$ cat config.mk
export PLATFORM = sky130hd
export DESIGN_NAME = adc_two_wire_serial_master_core
export DESIGN_NICKNAME = d
export VERILOG_FILES = /design/src/hdl/adc2w_pkg.sv /design/src/hdl/adc2w_scale.sv /design/src/hdl/adc_two_wire_serial_master_core.sv
export SDC_FILE = /design/constraint.sdc
export NUM_CORES = 2
export LEC_CHECK = 0
export ABC_CLOCK_PERIOD_IN_PS = 8000
export BUFFER_PORTS_ARGS = -buffer_cell sky130_fd_sc_hd__clkbuf_2
export CAP_MARGIN = 5
export CORE_MARGIN = 2
export CORE_UTILIZATION = 35
export DETAILED_ROUTE_END_ITERATION = 8
export HOLD_SLACK_MARGIN = 0.05
export PLACE_DENSITY = 0.57
export SLEW_MARGIN = 20
export SYNTH_ARGS = -nofsm -noshare
export SYNTH_HDL_FRONTEND = slang
export SYNTH_SLANG_ARGS = --single-unit
$ cat constraint.sdc
create_clock -name clk -period 8 [get_ports clk]
set_clock_uncertainty 0.05 [all_clocks]
set_input_delay 1.6 -clock clk [delete_from_list [all_inputs] [get_ports clk]]
set_output_delay 1.6 -clock clk [all_outputs]
set_load 0.02 [all_outputs]
$ cat src/hdl/adc2w_pkg.sv
// shared types and constants for the two-wire converter serial master
package adc2w_pkg;

    typedef enum logic [3:0] {
        ST_IDLE,
        ST_RDCONV,
        ST_RDCFG,
        ST_WRCFG,
        ST_WAIT1,
        ST_IWRITE,
        ST_WAIT2,
        ST_IREAD,
        ST_IFIN
    } adc2w_state_t;

    typedef enum logic [2:0] {
        CMD_NONE        = 3'd0,
        CMD_READ_CONV   = 3'd1,
        CMD_READ_CFG    = 3'd2,
        CMD_WRITE_CFG   = 3'd3,
        CMD_POWER_DOWN  = 3'd4,
        CMD_RESTART     = 3'd5,
        CMD_INIT_VERIFY = 3'd6
    } adc2w_cmd_t;

    localparam logic CFG_HALF_PERIOD   = 1'b0;
    localparam logic CFG_READY_TIMEOUT = 1'b1;

    localparam logic [7:0]  HALF_PERIOD_RESET   = 8'd10;
    localparam logic [17:0] READY_TIMEOUT_RESET = 18'd150000;

    localparam logic [6:0] CMD_READ_BYTE  = 7'h56;
    localparam logic [6:0] CMD_WRITE_BYTE = 7'h65;

    localparam logic [5:0] CONV_LAST_PULSE = 6'd27;
    localparam logic [5:0] CFG_LAST_PULSE  = 6'd46;
    localparam logic [5:0] CODE_LAST_PULSE = 6'd24;
    localparam logic [5:0] CMD_FIRST_PULSE = 6'd30;
    localparam logic [5:0] CMD_LAST_PULSE  = 6'd36;
    localparam logic [5:0] TURN_PULSE      = 6'd37;
    localparam logic [5:0] BYTE_FIRST_PULSE = 6'd38;
    localparam logic [5:0] BYTE_LAST_PULSE  = 6'd45;

    // 10000 / 13108 reduces to 2500 / 3277
    localparam int unsigned SCALE_MUL   = 2500;
    localparam int unsigned SCALE_DIV   = 3277;
    localparam int unsigned RECIP_SHIFT = 41;
    localparam logic [63:0] SCALE_RECIP_64 = (64'd1 << RECIP_SHIFT) / 64'(SCALE_DIV);
    localparam logic [29:0] SCALE_RECIP = SCALE_RECIP_64[29:0];

endpackage

$ cat src/hdl/adc2w_scale.sv
// four-stage pipeline: code >>> 6, times 10000 / 13108 truncated toward zero
module adc2w_scale
    import adc2w_pkg::*;
(
    input  logic               clk,
    input  logic        [23:0] code,
    output logic signed [17:0] scaled
);

    logic        [17:0] mag;
    logic        [28:0] n1_reg;
    logic               sign1_reg;
    logic        [28:0] n2_reg;
    logic        [16:0] qe2_reg;
    logic               sign2_reg;
    logic        [58:0] recip_prod;
    logic        [28:0] back_prod;
    logic        [28:0] rem;
    logic        [16:0] q3_reg;
    logic               sign3_reg;
    logic signed [17:0] scaled_reg;

    assign mag = code[23] ? 18'(-code[23:6]) : code[23:6];

    // reciprocal estimate is low by at most one, fixed in the third stage
    assign recip_prod = 59'(n1_reg * 59'(SCALE_RECIP));
    assign back_prod  = 29'(qe2_reg * 29'(SCALE_DIV));
    assign rem        = n2_reg - back_prod;

    always_ff @(posedge clk)
    begin
        n1_reg     <= 29'(mag * 30'(SCALE_MUL));
        sign1_reg  <= code[23];
        n2_reg     <= n1_reg;
        sign2_reg  <= sign1_reg;
        qe2_reg    <= 17'(recip_prod >> RECIP_SHIFT);
        q3_reg     <= (rem >= 29'(SCALE_DIV)) ? qe2_reg + 17'd1 : qe2_reg;
        sign3_reg  <= sign2_reg;
        scaled_reg <= sign3_reg ? -$signed({1'b0, q3_reg}) : $signed({1'b0, q3_reg});
    end

    assign scaled = scaled_reg;

endmodule

$ cat src/hdl/adc_two_wire_serial_master_core.sv
// Serial master for a 24-bit sigma-delta converter with a shared data pin.
// Each input transfer is one pin tick and yields one result transfer; a tick is
// taken every cycle while the result register is empty or being drained, so the
// block runs at one tick per cycle under that condition, and each tick's result
// is registered. The scaled conversion comes from a four-stage pipeline that
// follows the captured code; the code is settled at least six ticks before a run
// ends, so the scaled value is always current when it is latched. Configuration
// writes take effect at once and should be made while no command is running.
module adc_two_wire_serial_master_core
    import adc2w_pkg::*;
(
    input  logic               clk,
    input  logic               rst_n,
    input  logic               cfg_write_en,
    input  logic               cfg_index,
    input  logic        [17:0] cfg_data,
    input  logic               in_valid,
    output logic               in_ready,
    input  logic        [2:0]  command,
    input  logic        [7:0]  config_value,
    input  logic               data_in,
    output logic               out_valid,
    input  logic               out_ready,
    output logic               serial_clock,
    output logic               data_out,
    output logic               data_drive,
    output logic               busy_res,
    output logic               done_res,
    output logic               timed_out,
    output logic               mismatch,
    output logic signed [23:0] raw_code,
    output logic signed [17:0] conversion,
    output logic        [7:0]  config_readback
);

    logic         [7:0]  half_period_reg;
    logic         [17:0] ready_timeout_reg;
    logic         [7:0]  hp;
    logic         [17:0] rt;

    adc2w_state_t        state_reg, state_next, run_state;
    logic         [5:0]  pulse_reg, pulse_next;
    logic         [7:0]  phase_reg, phase_next;
    logic         [17:0] wait_reg, wait_next;
    logic         [23:0] sample_reg, sample_next;
    logic         [7:0]  byte_reg, byte_next;
    logic         [7:0]  held_reg, held_next;
    logic                level_reg, level_next;
    logic         [23:0] raw_reg, raw_next;
    logic signed  [17:0] conv_reg, conv_next;
    logic         [7:0]  readback_reg, readback_next;

    logic                sclk_reg, dout_reg, drive_reg, done_reg, to_reg, mm_reg;
    logic                out_valid_reg;
    logic                sclk, dout, drive, done, to, mm, fresh;
    logic                is_conv, is_rdcfg, is_write;
    logic         [6:0]  cmd_byte;
    logic         [5:0]  last_pulse;
    logic         [5:0]  cmd_bit, val_bit;
    logic signed  [17:0] scaled;
    logic                in_fire;

    adc2w_scale u_scale (
        .clk    (clk),
        .code   (sample_reg),
        .scaled (scaled)
    );

    assign in_ready = !out_valid_reg || out_ready;
    assign in_fire  = in_valid && in_ready;
    assign hp = (half_period_reg == 8'd0) ? 8'd1 : half_period_reg;
    assign rt = (ready_timeout_reg == 18'd0) ? 18'd1 : ready_timeout_reg;

    always_comb
    begin
        state_next    = state_reg;
        pulse_next    = pulse_reg;
        phase_next    = phase_reg;
        wait_next     = wait_reg;
        sample_next   = sample_reg;
        byte_next     = byte_reg;
        held_next     = held_reg;
        level_next    = level_reg;
        raw_next      = raw_reg;
        conv_next     = conv_reg;
        readback_next = readback_reg;
        dout  = 1'b0;
        drive = 1'b0;
        done  = 1'b0;
        to    = 1'b0;
        mm    = 1'b0;
        fresh = 1'b0;

        if (state_reg == ST_IDLE)
        begin
            case (adc2w_cmd_t'(command))
                CMD_READ_CONV, CMD_READ_CFG, CMD_WRITE_CFG:
                begin
                    held_next   = config_value;
                    pulse_next  = 6'd1;
                    phase_next  = 8'd0;
                    level_next  = 1'b1;
                    sample_next = 24'd0;
                    byte_next   = 8'd0;
                    if (adc2w_cmd_t'(command) == CMD_READ_CONV)
                        state_next = ST_RDCONV;
                    else if (adc2w_cmd_t'(command) == CMD_READ_CFG)
                        state_next = ST_RDCFG;
                    else
                        state_next = ST_WRCFG;
                end
                CMD_POWER_DOWN:
                begin
                    level_next = 1'b1;
                    done       = 1'b1;
                end
                CMD_RESTART:
                begin
                    level_next = 1'b0;
                    done       = 1'b1;
                end
                CMD_INIT_VERIFY:
                begin
                    level_next = 1'b0;
                    held_next  = config_value;
                    wait_next  = 18'd0;
                    state_next = ST_WAIT1;
                    fresh      = 1'b1;
                end
                default: ;
            endcase
        end

        run_state  = state_next;
        sclk       = level_next;
        is_conv    = (run_state == ST_RDCONV);
        is_rdcfg   = (run_state == ST_RDCFG) || (run_state == ST_IREAD);
        is_write   = (run_state == ST_WRCFG) || (run_state == ST_IWRITE);
        cmd_byte   = is_write ? CMD_WRITE_BYTE : CMD_READ_BYTE;
        last_pulse = is_conv ? CONV_LAST_PULSE : CFG_LAST_PULSE;
        cmd_bit    = CMD_LAST_PULSE - pulse_next;
        val_bit    = BYTE_LAST_PULSE - pulse_next;

        case (run_state)
            ST_RDCONV, ST_RDCFG, ST_WRCFG, ST_IWRITE, ST_IREAD:
            begin
                if (!is_conv)
                begin
                    if (pulse_next >= CMD_FIRST_PULSE && pulse_next <= CMD_LAST_PULSE)
                    begin
                        drive = 1'b1;
                        dout  = cmd_byte[cmd_bit[2:0]];
                    end
                    else if (pulse_next == TURN_PULSE && is_write)
                    begin
                        drive = 1'b1;
                        dout  = cmd_byte[0];
                    end
                    else if (pulse_next >= BYTE_FIRST_PULSE &&
                             pulse_next <= BYTE_LAST_PULSE && is_write)
                    begin
                        drive = 1'b1;
                        dout  = held_next[val_bit[2:0]];
                    end
                end

                if ((9'(phase_next) + 9'd1) >= 9'(hp))
                begin
                    phase_next = 8'd0;
                    if (level_next)
                        level_next = 1'b0;
                    else
                    begin
                        // sample on the last tick of the low half
                        if (pulse_next >= 6'd1 && pulse_next <= CODE_LAST_PULSE)
                            sample_next = {sample_next[22:0], data_in};
                        if (is_rdcfg && pulse_next >= BYTE_FIRST_PULSE &&
                            pulse_next <= BYTE_LAST_PULSE)
                            byte_next = {byte_next[6:0], data_in};
                        if (pulse_next >= last_pulse)
                        begin
                            raw_next  = sample_next;
                            conv_next = scaled;
                            if (is_rdcfg)
                                readback_next = byte_next;
                            pulse_next = 6'd0;
                            if (run_state == ST_IWRITE)
                            begin
                                wait_next  = 18'd0;
                                state_next = ST_WAIT2;
                            end
                            else if (run_state == ST_IREAD)
                                state_next = ST_IFIN;
                            else
                            begin
                                state_next = ST_IDLE;
                                done       = 1'b1;
                            end
                        end
                        else
                        begin
                            pulse_next = pulse_next + 6'd1;
                            level_next = 1'b1;
                        end
                    end
                end
                else
                    phase_next = phase_next + 8'd1;
            end
            ST_WAIT1, ST_WAIT2:
            begin
                if (!fresh)
                begin
                    sclk = 1'b0;
                    if (!data_in)
                    begin
                        state_next  = (run_state == ST_WAIT1) ? ST_IWRITE : ST_IREAD;
                        pulse_next  = 6'd1;
                        phase_next  = 8'd0;
                        level_next  = 1'b1;
                        sample_next = 24'd0;
                        byte_next   = 8'd0;
                    end
                    else
                    begin
                        wait_next = wait_next + 18'd1;
                        if (wait_next >= rt)
                        begin
                            wait_next  = 18'd0;
                            state_next = ST_IDLE;
                            done       = 1'b1;
                            to         = 1'b1;
                        end
                    end
                end
            end
            ST_IFIN:
            begin
                level_next = 1'b1;
                sclk       = 1'b1;
                mm         = (readback_reg != held_next);
                done       = 1'b1;
                state_next = ST_IDLE;
            end
            default: ;
        endcase
    end

    always_ff @(posedge clk or negedge rst_n)
    begin
        if (!rst_n)
        begin
            half_period_reg   <= HALF_PERIOD_RESET;
            ready_timeout_reg <= READY_TIMEOUT_RESET;
        end
        else if (cfg_write_en)
        begin
            case (cfg_index)
                CFG_HALF_PERIOD:   half_period_reg   <= cfg_data[7:0];
                CFG_READY_TIMEOUT: ready_timeout_reg <= cfg_data;
                default: ;
            endcase
        end
    end

    always_ff @(posedge clk or negedge rst_n)
    begin
        if (!rst_n)
        begin
            state_reg     <= ST_IDLE;
            pulse_reg     <= 6'd0;
            phase_reg     <= 8'd0;
            wait_reg      <= 18'd0;
            sample_reg    <= 24'd0;
            byte_reg      <= 8'd0;
            held_reg      <= 8'd0;
            level_reg     <= 1'b0;
            raw_reg       <= 24'd0;
            conv_reg      <= 18'sd0;
            readback_reg  <= 8'd0;
            out_valid_reg <= 1'b0;
        end
        else
        begin
            if (in_fire)
            begin
                state_reg    <= state_next;
                pulse_reg    <= pulse_next;
                phase_reg    <= phase_next;
                wait_reg     <= wait_next;
                sample_reg   <= sample_next;
                byte_reg     <= byte_next;
                held_reg     <= held_next;
                level_reg    <= level_next;
                raw_reg      <= raw_next;
                conv_reg     <= conv_next;
                readback_reg <= readback_next;
            end
            if (in_fire)
                out_valid_reg <= 1'b1;
            else if (out_ready)
                out_valid_reg <= 1'b0;
        end
    end

    // pin levels and status flags of the tick, held with the result transfer
    always_ff @(posedge clk)
    begin
        if (in_fire)
        begin
            sclk_reg  <= sclk;
            dout_reg  <= dout;
            drive_reg <= drive;
            done_reg  <= done;
            to_reg    <= to;
            mm_reg    <= mm;
        end
    end

    assign out_valid       = out_valid_reg;
    assign serial_clock    = sclk_reg;
    assign data_out        = dout_reg;
    assign data_drive      = drive_reg;
    assign busy_res        = (state_reg != ST_IDLE);
    assign done_res        = done_reg;
    assign timed_out       = to_reg;
    assign mismatch        = mm_reg;
    assign raw_code        = raw_reg;
    assign conversion      = conv_reg;
    assign config_readback = readback_reg;

    a_dout_needs_drive: assert property (@(posedge clk) disable iff (!rst_n)
        out_valid && data_out |-> data_drive)
        else $error("data driven high while pin released");

    a_outcome_with_done: assert property (@(posedge clk) disable iff (!rst_n)
        out_valid && (timed_out || mismatch) |-> done_res)
        else $error("init outcome flag without done");

    a_drive_while_busy: assert property (@(posedge clk) disable iff (!rst_n)
        out_valid && data_drive |-> busy_res)
        else $error("pin driven with no command running");

    a_state_holds: assert property (@(posedge clk) disable iff (!rst_n)
        !in_fire |=> $stable(state_reg) && $stable(pulse_reg))
        else $error("sequencer moved without a transfer");

    a_pulse_range: assert property (@(posedge clk) disable iff (!rst_n)
        (state_reg == ST_RDCONV || state_reg == ST_RDCFG || state_reg == ST_WRCFG ||
         state_reg == ST_IWRITE || state_reg == ST_IREAD)
        |-> (pulse_reg >= 6'd1 && pulse_reg <= CFG_LAST_PULSE))
        else $error("pulse index out of range during a run");

endmodule
==> impl_metrics.yaml <==
outcome:
  status: "finished, final reports clean"
clock_tree:
  numCtsBuffers: 36
  htree_levels: 2
  clkTransAtPathRegs_ns: 0.06
  clock_sinks: 269
  cts_tree: "yes"
  clk_latency_ns: 0.56
  hold_buffers: 0
  clockRootBuffer: "clkbuf_16"
  clk_path_buf_depth: 3
grt:
  antenna_found_initial: 1
  grtUsageTotal_pct: 15.87
  grt_start_max_net_pins: 96
  grt_first_pass_wirelength_um: 106300
  grt_pass1_vias: 20030
  gr-total-overflow: 0
timing:
  rsz0062_at_grt: "no"
  max_freq_mhz: 133.2
  timing.setup.tns_ns: 0
  slew_viol_final: 0
  setup_ws_ns: 0.4914
  hold_viol: 0
  max_slew_margin_pct: 27.18
  finalSetupViolCount: 0
  tightest_slew_ns: 1.088
  period_needed_ns: 7.509
  post-route-period-util_pct: 93.86
critical_path:
  critPathCaptureType: "flop"
  required_ns: 8.43
  critical_path_class: "reg2reg"
  cp_max_fo: 4
  arrival_ns: 7.93
  cp_slowest_cell: "fa_1"
  worstSetupStartpointType: "flop"
  rrSetupSlack_ns: 0.49
  crit_path_frequent_cell: "fa_1"
  critPathMaxStageDelay_ns: 0.64
synthesis:
  synthFlopType: "dfrtp_1"
  ys_ff_latch: 269
  synth_top_area_share_pct: 24.01
  syn-num-nets: 3677
  ys_warn_count: 0
  syn_area_per_cell_um2: 9.878
  ys_types: 85
  synth.top_cells.by_area: "fa_1, ha_1, dfrtp_1"
  syn_inst: 2862
  syn_area_um2: 28270
  synth_edf_count: 6
  synth.largest_area_cell: "fa_1"
  async_reset_ff_share_pct: 57.25
  yosysSeqAreaShare_pct: 22.03
floorplanning:
  fp-row-count: 104
  design.die.area_um2: 83060
  placeableCoreArea_um2: 80290
  start_util_pct: 35.21
  die_h_um: 288.2
  die_w_um: 288.2
  io_pins: 95
layout:
  final_cell_mix: "inv_1, ha_1, fa_1"
  seq_area_um2: 6228
  final_nets: 3791
  final_area_um2: 31380
  drive_above_1_share_pct: 8.564
  multi_input_area_um2: 19420
  fillers: 7917
  n_antenna_cell: 0
  area_delta_synth_final_pct: 11.01
  final_common_cell: "inv_1"
power_and_ir_drop:
  power.leakage_nw: 17.05
  power_per_cell_area_nw_per_um2: 114.3
  peakVddDrop_mv: 0.1227
drt:
  wl_per_cell_um: 15.60
  wl_met3_um: 1788
  postRouteAntennaNets: 0
  maxUsedRoutingLayer: "met4"
  wl_met1_um: 30100
  vias: 19110
  drc_errors: 0
  drt-total-wl_um: 63340
  met2RoutedLength_um: 29910
  drtIter0Drc: 807
  viasPerCell: 4.705
  firstDrtPassIters: 5
place:
  port_buffers: 94
  routabilityCongestion: 0.9062
  dp_hpwl_um: 52790
  place_ws_ns: 0.2866
  place_area_um2: 30140
job:
  maxCapViolations: 0
hold_path:
  min_path_type: "reg2reg"
-- routing by layer --
metal / vias to the layer above / GRT usage [%]
li1: 9515 / -
met1: 9277 / 21.89
met2: 235 / 26.68
met3: 79 / 1.635
met4: 0 / 3.977
met5: - / 0
-- critical path: cells and delay by family (launching register included) --
kind / cells / cell delay [ns]
flip-flops: 1 / 0.33
XOR/XNOR: 1 / 0.12
adder cells (fa/ha/maj): 8 / 4.18
AND/OR/NAND/NOR: 3 / 0.73
AO/OA/AOI/OAI: 7 / 1.34
buffers and inverters: 7 / 0.68
-- per-stage QoR --
step | utilization (%) | power, mW | std cells | hold WS, ns
2_1_floorplan | - | 1.819 | 2862 | 0.2596
3_3_place_gp | 37.54 | 1.944 | 3998 | 0.2643
3_5_place_dp | 37.54 | 1.949 | 3998 | 0.2653
4_1_cts | 39.07 | 3.636 | 4061 | 0.2795
5_1_grt | 39.09 | 3.763 | 4061 | 0.2829
6_report | 39.09 | 3.588 | 4061 | 0.2756
-- cells in the mapped netlist, drive strengths merged, types with 13 or more instances --
cell type    n
a21o        37
nand4       16
a22o        40
inv        650
nor3        29
and3        17
xnor2       96
xor2        43
mux2        24
mux2i       43
clkbuf      34
nand2b      20
fa         339
dfrtp      144
a21oi       68
nor2        90
nor4        13
o31ai       58
nand2      216
nand3       38
dfxtp      109
or3         16
ha         440
o21ai       90
and2        16
buf         18
-- kinds of logic (layout without fill, tap and decap cells) --
family | count (synthesis) | after routing | synth area share [%]
AO/OA/AOI/OAI | 393 | 393 | 9.560
XOR/XNOR | 139 | 139 | 4.333
adder cells (fa/ha/maj) | 779 | 779 | 43.48
buffers and inverters | 703 | 842 | 9.400
flip-flops | 269 | 269 | 22.03
multiplexers | 68 | 68 | 2.558
AND/OR/NAND/NOR | 511 | 511 | 8.639
-- power by group --
part	switching (mW)	leakage (nW)	internal (mW)
Sequential	0.0560	2.99	1.43
Combinational	0.259	13.5	0.185
Clock	0.659	0.607	1.00
-- final cells by class --
| type | instances | area share [%] |
|---|---|---|
| repair buffers | 128 | 2.332 |
| flip-flops and latches | 269 | 19.85 |
| inverters | 651 | 7.786 |
| clock inverters | 18 | 0.7097 |
| clock buffers | 45 | 3.205 |
| well taps | 1060 | 4.226 |
| multi-input cells | 1890 | 61.89 |
-- worst paths after layout --
check,startpoint,to,cells past startpoint
max,u_scale.n1_reg[14],u_scale.qe2_reg[16],26
min,u_scale.sign1_reg,u_scale.sign2_reg,0
max reg2reg,u_scale.n1_reg[14],u_scale.qe2_reg[16],26
min reg2reg,u_scale.sign1_reg,u_scale.sign2_reg,0
max in group asynchronous,rst_n,sample_reg[20],2
min in group asynchronous,rst_n,ready_timeout_reg[10],1
-- what timing repair did --
action | in CTS | in global routing
resized for setup | 0 | 4
endpoints found under the setup margin | 0 | 2
setup buffers | 0 | 0
Note: power is estimated with default switching activity, not from simulation.
